<file path="src/rtl/brz_pkg.sv">
// Shared types and constants for the Bresenham line rasterizer.
package brz_pkg;

    localparam int COORD_BITS_DEF = 12;
    localparam int COLOUR_W       = 24;
    localparam int QUEUE_DEPTH    = 2;
    localparam int QUEUE_PTR_W    = 1;
    localparam int QUEUE_CNT_W    = 2;

    typedef enum logic {
        REQ_LOAD = 1'b0,
        REQ_TICK = 1'b1
    } t_req_e;

    // Back-end status seen by the top level.
    typedef struct packed {
        logic busy;
        logic pop_load;
        logic pop_tick;
        logic tick_last;
    } t_back_status;

endpackage

</file>
<file path="src/rtl/brz_front.sv">
// Front end: decodes stream transactions into queue commands, precomputes spans.
module brz_front #(
    parameter int COORD_BITS = brz_pkg::COORD_BITS_DEF,
    parameter int IN_TDATA_W = 72,
    parameter int CMD_W      = 1 + 6 * COORD_BITS + 2 + brz_pkg::COLOUR_W
) (
    input  logic                  i_s_tvalid,
    input  logic [IN_TDATA_W-1:0] i_s_tdata,
    input  logic                  i_s_tuser,
    input  logic                  i_queue_full,
    output logic                  o_s_tready,
    output logic                  o_push,
    output logic [CMD_W-1:0]      o_cmd
);

    localparam int CB = COORD_BITS;
    localparam int CW = brz_pkg::COLOUR_W;

    logic [CB-1:0] x0, y0, x1, y1, span_x, span_y;
    logic [CW-1:0] colour;
    logic          dir_x_neg, dir_y_neg, is_load;

    assign x0     = i_s_tdata[CB-1:0];
    assign y0     = i_s_tdata[2*CB-1:CB];
    assign x1     = i_s_tdata[3*CB-1:2*CB];
    assign y1     = i_s_tdata[4*CB-1:3*CB];
    assign colour = i_s_tdata[4*CB+CW-1:4*CB];

    assign is_load   = (brz_pkg::t_req_e'(i_s_tuser) == brz_pkg::REQ_LOAD);
    assign dir_x_neg = (x1 < x0);
    assign dir_y_neg = (y1 < y0);
    assign span_x    = dir_x_neg ? (x0 - x1) : (x1 - x0);
    assign span_y    = dir_y_neg ? (y0 - y1) : (y1 - y0);

    assign o_s_tready = !i_queue_full;
    assign o_push     = i_s_tvalid && !i_queue_full;
    assign o_cmd      = {is_load, x0, y0, x1, y1, span_x, span_y,
                         dir_x_neg, dir_y_neg, colour};

endmodule

</file>
<file path="src/rtl/brz_queue.sv">
// Two-entry command queue between the front end and the stepper.
module brz_queue #(
    parameter int WIDTH = 8
) (
    input  logic             i_clk,
    input  logic             i_rst_n,
    input  logic             i_push,
    input  logic [WIDTH-1:0] i_data,
    input  logic             i_pop,
    output logic [WIDTH-1:0] o_data,
    output logic             o_valid,
    output logic             o_full
);

    logic [WIDTH-1:0]                r_mem [brz_pkg::QUEUE_DEPTH];
    logic [brz_pkg::QUEUE_PTR_W-1:0] r_wr_ptr, r_rd_ptr;
    logic [brz_pkg::QUEUE_CNT_W-1:0] r_count;
    logic                            do_pop;

    assign o_valid = (r_count != '0);
    assign o_full  = (r_count == brz_pkg::QUEUE_CNT_W'(brz_pkg::QUEUE_DEPTH));
    assign o_data  = r_mem[r_rd_ptr];
    assign do_pop  = i_pop && o_valid;

    always_ff @(posedge i_clk) begin
        if (!i_rst_n) begin
            r_wr_ptr <= '0;
            r_rd_ptr <= '0;
            r_count  <= '0;
        end else begin
            if (i_push) r_wr_ptr <= r_wr_ptr + 1'b1;
            if (do_pop) r_rd_ptr <= r_rd_ptr + 1'b1;
            if (i_push && !do_pop)      r_count <= r_count + 1'b1;
            else if (!i_push && do_pop) r_count <= r_count - 1'b1;
        end
    end

    always_ff @(posedge i_clk) begin
        if (i_push) r_mem[r_wr_ptr] <= i_data;
    end

endmodule

</file>
<file path="src/rtl/brz_back.sv">
// Back end: Bresenham stepper with a registered pixel output stage.
module brz_back #(
    parameter int COORD_BITS = brz_pkg::COORD_BITS_DEF,
    parameter int CMD_W      = 1 + 6 * COORD_BITS + 2 + brz_pkg::COLOUR_W
) (
    input  logic                          i_clk,
    input  logic                          i_rst_n,
    input  logic                          i_cmd_valid,
    input  logic [CMD_W-1:0]              i_cmd,
    output logic                          o_cmd_pop,
    output logic                          o_m_tvalid,
    input  logic                          i_m_tready,
    output logic [COORD_BITS-1:0]         o_pixel_x,
    output logic [COORD_BITS-1:0]         o_pixel_y,
    output logic [brz_pkg::COLOUR_W-1:0]  o_pixel_colour,
    output logic                          o_last_pixel,
    output brz_pkg::t_back_status         o_status
);

    localparam int CB = COORD_BITS;
    localparam int CW = brz_pkg::COLOUR_W;
    localparam int EW = CB + 2;
    localparam int TW = CB + 3;

    // command fields
    logic          c_load, c_dxn, c_dyn;
    logic [CB-1:0] c_x0, c_y0, c_x1, c_y1, c_sx, c_sy;
    logic [CW-1:0] c_colour;

    assign {c_load, c_x0, c_y0, c_x1, c_y1, c_sx, c_sy, c_dxn, c_dyn, c_colour} = i_cmd;

    logic [CB-1:0]        r_cur_col, r_cur_row, r_tgt_col, r_tgt_row, r_span_x, r_span_y;
    logic [CB-1:0]        n_cur_col, n_cur_row, n_tgt_col, n_tgt_row, n_span_x, n_span_y;
    logic signed [EW-1:0] r_err, n_err;
    logic                 r_dxn, r_dyn, r_busy, n_dxn, n_dyn, n_busy;
    logic [CW-1:0]        r_colour, n_colour;
    logic                 r_out_valid, n_out_valid;
    logic [CB-1:0]        r_out_x, r_out_y, n_out_x, n_out_y;
    logic [CW-1:0]        r_out_colour, n_out_colour;
    logic                 r_out_last, n_out_last;

    logic                 pop, at_last, step_x, step_y;
    logic signed [TW-1:0] twice, neg_sy, pos_sx;

    assign o_cmd_pop = !r_out_valid || i_m_tready;
    assign pop       = i_cmd_valid && o_cmd_pop;
    assign at_last   = (r_cur_col == r_tgt_col) && (r_cur_row == r_tgt_row);

    assign twice  = {r_err, 1'b0};
    assign pos_sx = $signed({3'b000, r_span_x});
    assign neg_sy = -$signed({3'b000, r_span_y});
    assign step_x = (twice >= neg_sy);
    assign step_y = (twice <= pos_sx);

    always_comb begin
        n_cur_col    = r_cur_col;
        n_cur_row    = r_cur_row;
        n_tgt_col    = r_tgt_col;
        n_tgt_row    = r_tgt_row;
        n_span_x     = r_span_x;
        n_span_y     = r_span_y;
        n_err        = r_err;
        n_dxn        = r_dxn;
        n_dyn        = r_dyn;
        n_busy       = r_busy;
        n_colour     = r_colour;
        n_out_valid  = r_out_valid && !i_m_tready;
        n_out_x      = r_out_x;
        n_out_y      = r_out_y;
        n_out_colour = r_out_colour;
        n_out_last   = r_out_last;
        if (pop) begin
            if (c_load) begin
                n_cur_col = c_x0;
                n_cur_row = c_y0;
                n_tgt_col = c_x1;
                n_tgt_row = c_y1;
                n_span_x  = c_sx;
                n_span_y  = c_sy;
                n_dxn     = c_dxn;
                n_dyn     = c_dyn;
                n_err     = $signed({2'b00, c_sx}) - $signed({2'b00, c_sy});
                n_colour  = c_colour;
                n_busy    = 1'b1;
            end else if (r_busy) begin
                n_out_valid  = 1'b1;
                n_out_x      = r_cur_col;
                n_out_y      = r_cur_row;
                n_out_colour = r_colour;
                n_out_last   = at_last;
                if (at_last) begin
                    n_busy = 1'b0;
                end else begin
                    if (step_x && step_y) begin
                        n_err = r_err - $signed({2'b00, r_span_y})
                                      + $signed({2'b00, r_span_x});
                    end else if (step_x) begin
                        n_err = r_err - $signed({2'b00, r_span_y});
                    end else if (step_y) begin
                        n_err = r_err + $signed({2'b00, r_span_x});
                    end
                    if (step_x) n_cur_col = r_dxn ? r_cur_col - 1'b1 : r_cur_col + 1'b1;
                    if (step_y) n_cur_row = r_dyn ? r_cur_row - 1'b1 : r_cur_row + 1'b1;
                end
            end
        end
    end

    always_ff @(posedge i_clk) begin
        if (!i_rst_n) begin
            r_cur_col   <= '0;
            r_cur_row   <= '0;
            r_tgt_col   <= '0;
            r_tgt_row   <= '0;
            r_span_x    <= '0;
            r_span_y    <= '0;
            r_err       <= '0;
            r_dxn       <= 1'b0;
            r_dyn       <= 1'b0;
            r_colour    <= '0;
            r_busy      <= 1'b0;
            r_out_valid <= 1'b0;
        end else begin
            r_cur_col   <= n_cur_col;
            r_cur_row   <= n_cur_row;
            r_tgt_col   <= n_tgt_col;
            r_tgt_row   <= n_tgt_row;
            r_span_x    <= n_span_x;
            r_span_y    <= n_span_y;
            r_err       <= n_err;
            r_dxn       <= n_dxn;
            r_dyn       <= n_dyn;
            r_colour    <= n_colour;
            r_busy      <= n_busy;
            r_out_valid <= n_out_valid;
        end
    end

    always_ff @(posedge i_clk) begin
        r_out_x      <= n_out_x;
        r_out_y      <= n_out_y;
        r_out_colour <= n_out_colour;
        r_out_last   <= n_out_last;
    end

    assign o_m_tvalid     = r_out_valid;
    assign o_pixel_x      = r_out_x;
    assign o_pixel_y      = r_out_y;
    assign o_pixel_colour = r_out_colour;
    assign o_last_pixel   = r_out_last;

    assign o_status.busy      = r_busy;
    assign o_status.pop_load  = pop && c_load;
    assign o_status.pop_tick  = pop && !c_load;
    assign o_status.tick_last = pop && !c_load && r_busy && at_last;

endmodule

</file>
<file path="src/rtl/bresenham_line_rasterizer_unit.sv">
// A tick transaction passes through the queue and the registered output stage before
// its pixel shows on m_axis; a load transaction produces no output.
// Throughput: one transaction per cycle; the stepper's single add/compare loop
// on the error term sets it, and a full output stage with tready low stalls it.
// Reset: synchronous, active low; clears the queue, the output stage and the
// line state, leaving the unit idle.
module bresenham_line_rasterizer_unit #(
    parameter int COORD_BITS = brz_pkg::COORD_BITS_DEF,
    localparam int IN_W       = 4 * COORD_BITS + brz_pkg::COLOUR_W,
    localparam int IN_TDATA_W = ((IN_W + 7) / 8) * 8,
    localparam int OUT_W      = 2 * COORD_BITS + brz_pkg::COLOUR_W,
    localparam int OUT_TDATA_W = ((OUT_W + 7) / 8) * 8
) (
    input  logic                   i_clk,
    input  logic                   i_rst_n,
    // slave side: line loads and pixel ticks
    input  logic                   s_axis_tvalid,
    output logic                   s_axis_tready,
    // tdata: start_x, start_y, end_x, end_y, line_colour (from bit 0), zero pad
    input  logic [IN_TDATA_W-1:0]  s_axis_tdata,
    // tuser: req_type (0 = load, 1 = tick)
    input  logic                   s_axis_tuser,
    // master side: emitted pixels
    output logic                   m_axis_tvalid,
    input  logic                   m_axis_tready,
    // tdata: pixel_x, pixel_y, pixel_colour (from bit 0), zero pad
    output logic [OUT_TDATA_W-1:0] m_axis_tdata,
    // tlast: last_pixel
    output logic                   m_axis_tlast
);

    localparam int CMD_W = 1 + 6 * COORD_BITS + 2 + brz_pkg::COLOUR_W;

    logic                          push, q_full, q_valid, q_pop;
    logic [CMD_W-1:0]              cmd_in, cmd_out;
    logic [COORD_BITS-1:0]         pix_x, pix_y;
    logic [brz_pkg::COLOUR_W-1:0]  pix_colour;
    brz_pkg::t_back_status         status;

    // Front end classifies each transaction and precomputes spans and directions.
    brz_front #(
        .COORD_BITS (COORD_BITS),
        .IN_TDATA_W (IN_TDATA_W),
        .CMD_W      (CMD_W)
    ) u_front (
        .i_s_tvalid   (s_axis_tvalid),
        .i_s_tdata    (s_axis_tdata),
        .i_s_tuser    (s_axis_tuser),
        .i_queue_full (q_full),
        .o_s_tready   (s_axis_tready),
        .o_push       (push),
        .o_cmd        (cmd_in)
    );

    // Short queue decouples input acceptance from output backpressure.
    brz_queue #(
        .WIDTH (CMD_W)
    ) u_queue (
        .i_clk   (i_clk),
        .i_rst_n (i_rst_n),
        .i_push  (push),
        .i_data  (cmd_in),
        .i_pop   (q_pop),
        .o_data  (cmd_out),
        .o_valid (q_valid),
        .o_full  (q_full)
    );

    // Stepper: one Bresenham step per tick, results into the output register.
    brz_back #(
        .COORD_BITS (COORD_BITS),
        .CMD_W      (CMD_W)
    ) u_back (
        .i_clk          (i_clk),
        .i_rst_n        (i_rst_n),
        .i_cmd_valid    (q_valid),
        .i_cmd          (cmd_out),
        .o_cmd_pop      (q_pop),
        .o_m_tvalid     (m_axis_tvalid),
        .i_m_tready     (m_axis_tready),
        .o_pixel_x      (pix_x),
        .o_pixel_y      (pix_y),
        .o_pixel_colour (pix_colour),
        .o_last_pixel   (m_axis_tlast),
        .o_status       (status)
    );

    assign m_axis_tdata = OUT_TDATA_W'({pix_colour, pix_y, pix_x});

    // A loaded line makes the stepper busy.
    a_load_busy: assert property (@(posedge i_clk) disable iff (!i_rst_n)
        status.pop_load |=> status.busy)
        else $error("load did not start a line");

    // Emitting the end pixel ends the line.
    a_last_idle: assert property (@(posedge i_clk) disable iff (!i_rst_n)
        status.tick_last |=> !status.busy)
        else $error("line still active after its end pixel");

    // A tick taken while idle produces no pixel.
    a_idle_tick: assert property (@(posedge i_clk) disable iff (!i_rst_n)
        (status.pop_tick && !status.busy) |=> !m_axis_tvalid)
        else $error("pixel emitted for a tick while idle");

    // Any pixel appearing fresh comes from a popped tick while busy.
    a_pixel_source: assert property (@(posedge i_clk) disable iff (!i_rst_n)
        $rose(m_axis_tvalid) |-> $past(status.pop_tick && status.busy))
        else $error("pixel without a tick");

endmodule

</file>
<file path="config.mk">
export PLATFORM = sky130hd
export DESIGN_NAME = bresenham_line_rasterizer_unit
export DESIGN_NICKNAME = d
export VERILOG_FILES = /design/src/rtl/brz_pkg.sv /design/src/rtl/brz_front.sv /design/src/rtl/brz_queue.sv /design/src/rtl/brz_back.sv /design/src/rtl/bresenham_line_rasterizer_unit.sv
export SDC_FILE = /design/constraint.sdc
export NUM_CORES = 1
export LEC_CHECK = 0
export CORE_MARGIN = 5
export CORE_UTILIZATION = 27
export CTS_BUF_LIST = sky130_fd_sc_hd__clkbuf_4
export CTS_CLUSTER_DIAMETER = 80
export DETAILED_ROUTE_END_ITERATION = 8
export DONT_BUFFER_PORTS = 1
export GPL_TIMING_DRIVEN = 0
export PLACE_DENSITY = 0.4
export SKIP_CTS_REPAIR_TIMING = 1
export SYNTH_ARGS = -nofsm -noshare
export SYNTH_HDL_FRONTEND = slang
export SYNTH_SLANG_ARGS = --single-unit
export TNS_END_PERCENT = 10
</file>
<file path="constraint.sdc">
create_clock -name i_clk -period 16.4 [get_ports i_clk]
set_clock_uncertainty 0.15 [all_clocks]
set_input_delay 1.64 -clock i_clk [delete_from_list [all_inputs] [get_ports i_clk]]
set_output_delay 1.64 -clock i_clk [all_outputs]
set_load 0.02 [all_outputs]
</file>
==> results.toml, run 1 <==
[status]
status = "completed"

[worst_setup_path]
slowest_cp_cell = "sky130_fd_sc_hd__mux2i_1"
critical_path_s_largest_stage_delay_ns = 0.72
crit_path_frequent_cell = "sky130_fd_sc_hd__buf_2"
critical_path.top_delay_family = "compound AO/OA/AOI/OAI gates"
timing.critical_path.from_type = "register"
endpoint_kind = "register"
worst-setup-path-type = "reg2reg"
worst-r2r-setup-slack_ns = 11.65
worstPathRequired_ns = 16.96
cp.arrival_ns = 5.31
crit_path_max_fanout = 10
crit_chain = "buf_2 -> buf_2 -> buf_2 -> mux2i_1 -> ha_1 -> o21a_1 -> o31a_1 -> o21ai_1 -> a21oi_1 -> a2111oi_2 -> a21oi_1 -> xnor2_1 -> o21ai_0 -> o221a_2"
timing.critical_path.buf_inv = 3

[sta]
timing.slew.headroom_pct = 23.0
finalHoldViolCount = 0
final_max_slew_viols = 0
fin_ws_ns = 11.65
clock.fmax_ghz = 0.211
worst-slew-pin-transition_ns = 1.15
grt_setup_unrepaired = "false"
min_period_over_period_pct = 29.0
setup_viol = 0
layout_min_cycle_time_ns = 4.75
setup_total_negative_slack_ns = 0

[placement]
hpwlAfterDp_microns = 45600
buffer_ports.inserted = 0
post_dp_cell_area_sq_um = 20400
gp_routability_congestion = 0.865
preCtsSetupSlack_ns = 11.58
placed_cells_incl_taps = 2619

[detailed_routing]
length_of_the_first_detailed_routing_pass_in_iterations = 5
met3_wirelength_microns = 2970
route.vias.total = 13300
postRouteAntennaNets = 0
drt_iter0_drc = 847
routedWlPerCell_microns = 21.3
totalWireLength_microns = 59700
topRoutingLayerUsed = "met4"
drc = 0
vias_per_cell = 4.74
routed_met1_length_microns = 26900
wl_met2_microns = 28400

[synth]
yosys-top-cells-area = "sky130_fd_sc_hd__edfxtp_1, sky130_fd_sc_hd__dfxtp_1, sky130_fd_sc_hd__ha_1, sky130_fd_sc_hd__mux2i_1, sky130_fd_sc_hd__a211oi_1"
synthesis.area_per_instance_sq_um = 11.4
synth_edf_count = 247
post-synth-top-area-cell = "sky130_fd_sc_hd__edfxtp_1"
yosysSeqAreaShare_pct = 51.4
number_of_nets_produced_by_synthesis = 1904
synth_warnings = 0
ys_seq_elements = 366
postSynth.asyncResetShare_pct = 0
synth_top_area_share_pct = 38.9
synthCells = 1674
post_synth_instance_area_sq_um = 19100
synth.top_cells.by_count = "sky130_fd_sc_hd__edfxtp_1, sky130_fd_sc_hd__nor2_1, sky130_fd_sc_hd__ha_1"
yosys_cell_types = 78
postSynth.topFlopCell = "sky130_fd_sc_hd__edfxtp_1"
synth.most_common_cell = "sky130_fd_sc_hd__edfxtp_1"

[global_route]
antenna_violations_before_repair = 4
gr-usage-all-layers_pct = 15.4
largest_net_degree_at_the_start_of_global_routing = 52
first_global_vias = 13500
overflow = 0
grt_pass1_wl_microns = 86600

[cells_and_area]
area_of_the_multi_input_gates_sq_um = 8580
sequential_cell_area_sq_um = 9800
area_growth_pct = 13.8
fin_area_sq_um = 21700
instances_no_fill = 2809
drive_gt1_share_pct = 12.5
fillCellCount = 7253
nNetsFinal = 2014
utilization_pct = 31.0

[cts]
clock_insertion_delay_worst_skew_ns = 0.84
cts-buffers-inserted = 103
clock_root_buffer_master = "sky130_fd_sc_hd__clkbuf_4"
clockBufferDepth = 3
cts.htree.levels = 3
clock-sinks = 366
tritoncts = "done"
clk_pin_slew_worst_paths_ns = 0.07

[job]
cap_viol_max_count = 0

[die]
pin_count = 128
die_width_microns = 276
core_region_area_sq_um = 70000
die_height_microns = 276
floorplan.rows = 97
die_area_sq_um = 76000
starting_utilization_of_the_core_area_pct = 27.2

[worst_hold_path]
timing.hold.worst.class = "reg2reg"

[pwr]
power_density_over_cell_area_nw_per_um2 = 219
p_leak_nw = 8.22
worst_ir_drop_vdd_v = 0.0000687
placed cells by master (no fill, tap or decap), types with 12 or more instances in the layout:
cell / netlist / routed
sky130_fd_sc_hd__clkbuf_4: 0 / 154
sky130_fd_sc_hd__nand3_1: 18 / 18
sky130_fd_sc_hd__nand2b_1: 17 / 17
sky130_fd_sc_hd__dfxtp_1: 119 / 119
sky130_fd_sc_hd__a211oi_1: 107 / 107
sky130_fd_sc_hd__o21a_1: 21 / 21
sky130_fd_sc_hd__clkbuf_1: 37 / 37
sky130_fd_sc_hd__a21oi_1: 86 / 86
sky130_fd_sc_hd__nor3_1: 25 / 25
sky130_fd_sc_hd__mux2i_1: 100 / 100
sky130_fd_sc_hd__buf_2: 12 / 12
sky130_fd_sc_hd__o21ai_0: 51 / 51
sky130_fd_sc_hd__xnor2_1: 72 / 72
sky130_fd_sc_hd__mux2_2: 15 / 15
sky130_fd_sc_hd__inv_1: 107 / 106
sky130_fd_sc_hd__xor2_1: 36 / 36
sky130_fd_sc_hd__nor2_1: 164 / 163
sky130_fd_sc_hd__nor2b_1: 24 / 24
sky130_fd_sc_hd__ha_1: 143 / 143
sky130_fd_sc_hd__nand2_1: 58 / 58
sky130_fd_sc_hd__clkinv_1: 0 / 21
sky130_fd_sc_hd__edfxtp_1: 247 / 247
sky130_fd_sc_hd__a21o_1: 21 / 21
final timing paths:
check | endpoint | cells past startpoint | start
min | u_back.o_pixel_colour[19] | 0 | u_back.r_colour[19]
max reg2reg | u_back.r_err[11] | 14 | register
max | u_back.r_err[11] | 14 | register
min reg2reg | u_back.o_pixel_colour[19] | 0 | u_back.r_colour[19]
power by group:
group | switching, mW | internal (mW)
Sequential | 0.186 | 1.24
Clock | 0.397 | 0.445
Combinational | 1.54 | 0.934
stage by stage:
stage                     hold WS, ns  total power, mW
after floorplan                 0.259             3.13
after global placement          0.264             3.91
after detailed placement        0.265             3.92
after CTS                       0.263             4.80
after global routing            0.280             5.11
final                           0.281             4.74
flip-flops by register name (all words and copies together), names as in the netlist, 2 cells and up, named ones only:
signal	count
u_queue.r_mem	198
u_back.o_pixel_colour	24
u_back.r_tgt_col	12
u_back.r_colour	24
u_back.r_span_x	12
u_back.o_pixel_y	12
u_back.r_cur_row	12
u_back.r_cur_col	12
u_queue.r_count	2
u_back.r_tgt_row	12
u_back.r_err	14
u_back.r_span_y	12
u_back.o_pixel_x	12
per-layer routing:
metal  vias up  GRT usage [%]
met5         -              0
met3        90           3.61
met1      6434           19.9
met2       306           25.7
li1       6485              -
met4         0           4.43
cells by family after synthesis:
| family | after synthesis | synth area share (%) |
|---|---|---|
| AO/OA/AOI/OAI | 398 | 14.5 |
| XOR/XNOR | 108 | 4.96 |
| adder cells (fa/ha/maj) | 153 | 10.4 |
| buffers and inverters | 172 | 3.64 |
| flip-flops | 366 | 51.4 |
| multiplexers | 116 | 6.20 |
| AND/OR/NAND/NOR | 361 | 8.82 |
cell type report:
class                           count  area share (%)
Clock buffer                      154            5.33
Inverter                          107            1.85
Buffer                             65            1.35
Timing Repair Buffer                5           0.496
Clock inverter                     32           0.802
Antenna cell                        4          0.0461
Sequential cell                   366            45.2
Tap cell                          940            5.42
Multi-Input combinational cell   1136            39.5
(Power assumes the default switching activity.)
==> run 2: changes to the inputs <==
==> constraint.sdc (replaced) <==
create_clock -name i_clk -period 4.9 [get_ports i_clk]
set_clock_uncertainty 0.15 [all_clocks]
set_input_delay 0.49 -clock i_clk [delete_from_list [all_inputs] [get_ports i_clk]]
set_output_delay 0.49 -clock i_clk [all_outputs]
set_load 0.02 [all_outputs]
==> results.toml, run 2 (synthesis results as in run 1) <==
[status]
status = "completed"

[die]
core_region_area_sq_um = 70000
pin_count = 128
starting_utilization_of_the_core_area_pct = 27.2
floorplan.rows = 97
die_area_sq_um = 76000
die_height_microns = 276
die_width_microns = 276

[placement]
hpwlAfterDp_microns = 45300
buffer_ports.inserted = 0
gp_routability_congestion = 0.874
preCtsSetupSlack_ns = 0.134
post_dp_cell_area_sq_um = 20400

[pwr]
power.clock.fraction_pct = 18.7
swShare_pct = 44.4
p_leak_nw = 8.59
cell_internal_pwr_mw = 8.96
worst_ir_drop_vdd_v = 0.000246
power_density_over_cell_area_nw_per_um2 = 715
comb_power_share_pct = 51.9
total_switching_power_mw = 7.17
sequential_power_share_pct = 29.4

[cts]
tritoncts = "done"
cts-buffers-inserted = 103
clk_pin_slew_worst_paths_ns = 0.08
clock-sinks = 366
clockBufferDepth = 3
cts.htree.levels = 3
clock_insertion_delay_worst_skew_ns = 0.84
clock_root_buffer_master = "sky130_fd_sc_hd__clkbuf_4"

[cells_and_area]
most-common-layout-cells = "sky130_fd_sc_hd__edfxtp_1, sky130_fd_sc_hd__nor2_1, sky130_fd_sc_hd__clkbuf_4"
layout.cells.most_common = "sky130_fd_sc_hd__edfxtp_1"
utilization_pct = 32.2
drive_gt1_share_pct = 12.4
registers.top_by_ff_count = "u_queue.r_mem"
fin_area_sq_um = 22600
largest_register_ffs = 198
area_growth_pct = 18.3
nNetsFinal = 2090
fillCellCount = 7278

[sta]
layout_min_cycle_time_ns = 4.59
finalHoldViolCount = 0
clock.fmax_ghz = 0.218
min_period_over_period_pct = 93.7
timing.slew.headroom_pct = 26.2
final_max_slew_viols = 0
worst-slew-pin-transition_ns = 1.11
setup_viol = 0
grt_setup_unrepaired = "false"
setup_total_negative_slack_ns = 0
fin_ws_ns = 0.310

[worst_setup_path]
worst-r2r-setup-slack_ns = 0.31
endpoint_kind = "register"
cp.arrival_ns = 5.16
worstPathRequired_ns = 5.47
worst-setup-path-type = "reg2reg"
crit_path_max_fanout = 10
timing.critical_path.from_type = "register"

[job]
cap_viol_max_count = 0

[worst_hold_path]
timing.hold.worst.class = "in2reg"

[detailed_routing]
vias_per_cell = 4.73
drt_iter0_drc = 765
postRouteAntennaNets = 0
length_of_the_first_detailed_routing_pass_in_iterations = 5
totalWireLength_microns = 60700
route.vias.total = 13700
routedWlPerCell_microns = 21.0
drc = 0

[global_route]
largest_net_degree_at_the_start_of_global_routing = 55
overflow = 0
gr-usage-all-layers_pct = 15.4
first_global_vias = 13400
grt_pass1_wl_microns = 86800
antenna_violations_before_repair = 4
[run 2: worst max-delay path, stage by stage (launching register included)]
cell and delay, ns:
sky130_fd_sc_hd__dfxtp_1 0.38, sky130_fd_sc_hd__buf_2 0.32, sky130_fd_sc_hd__buf_2 0.40, sky130_fd_sc_hd__buf_2 0.43
sky130_fd_sc_hd__mux2i_2 0.53, sky130_fd_sc_hd__ha_1 0.36, sky130_fd_sc_hd__o21a_1 0.12, sky130_fd_sc_hd__o31a_1 0.13
sky130_fd_sc_hd__o21ai_1 0.20, sky130_fd_sc_hd__a21oi_1 0.11, sky130_fd_sc_hd__a2111oi_2 0.48, sky130_fd_sc_hd__a21oi_1 0.16
sky130_fd_sc_hd__xnor2_1 0.21, sky130_fd_sc_hd__o21ai_0 0.15, sky130_fd_sc_hd__o221a_2 0.28
[run 2: path summary, 6_finish.rpt]
path	start	to	cells after the start
worst max-delay path	register	u_back.r_err[11]	14
worst min-delay path	s_axis_tdata[44]	u_queue.r_mem[1][34]	3
worst max register to register	register	u_back.r_err[11]	14
worst min register to register	u_back.r_colour[3]	u_back.o_pixel_colour[3]	0
[run 2: layer usage]
layer / share of wire (%) / up-vias / wire length [microns] / global-route usage (%)
met5: 0 / - / 0 / 0
met3: 4.0 / 89 / 2430 / 3.49
li1: - / 6646 / - / -
met1: 46 / 6655 / 27800 / 20.3
met4: 2.1 / 0 / 1300 / 4.18
met2: 48 / 269 / 29200 / 25.7
[run 2: layout make-up]
class	instances	area [sq um]	share of cell area, %
Timing Repair Buffer	81	868	3.85
Buffer	65	293	1.30
Multi-Input combinational cell	1136	8590	38.1
Clock buffer	162	1220	5.39
Tap cell	940	1180	5.21
Antenna cell	6	15.0	0.0666
Sequential cell	366	9800	43.5
Clock inverter	27	198	0.877
Inverter	107	402	1.78
[run 2: power groups by stage]
stage	combinational (mW)	sequential, mW	clock [mW]
finish	8.37	4.75	3.02
global route	9.19	4.83	3.30
CTS	8.33	4.75	3.15
detailed placement	8.26	4.82	0
global placement	8.17	4.87	0
floorplan	5.86	4.59	0
[run 2: stage by stage]
step / instances / power, mW / hold WS [ns]
global route: 2888 / 17.3 / -0.00694
detailed placement: 2619 / 13.1 / 0.266
floorplan: 1674 / 10.5 / 0.259
finish: 2890 / 16.1 / 0.0376
global placement: 2614 / 13.0 / 0.265
CTS: 2808 / 16.2 / -0.563
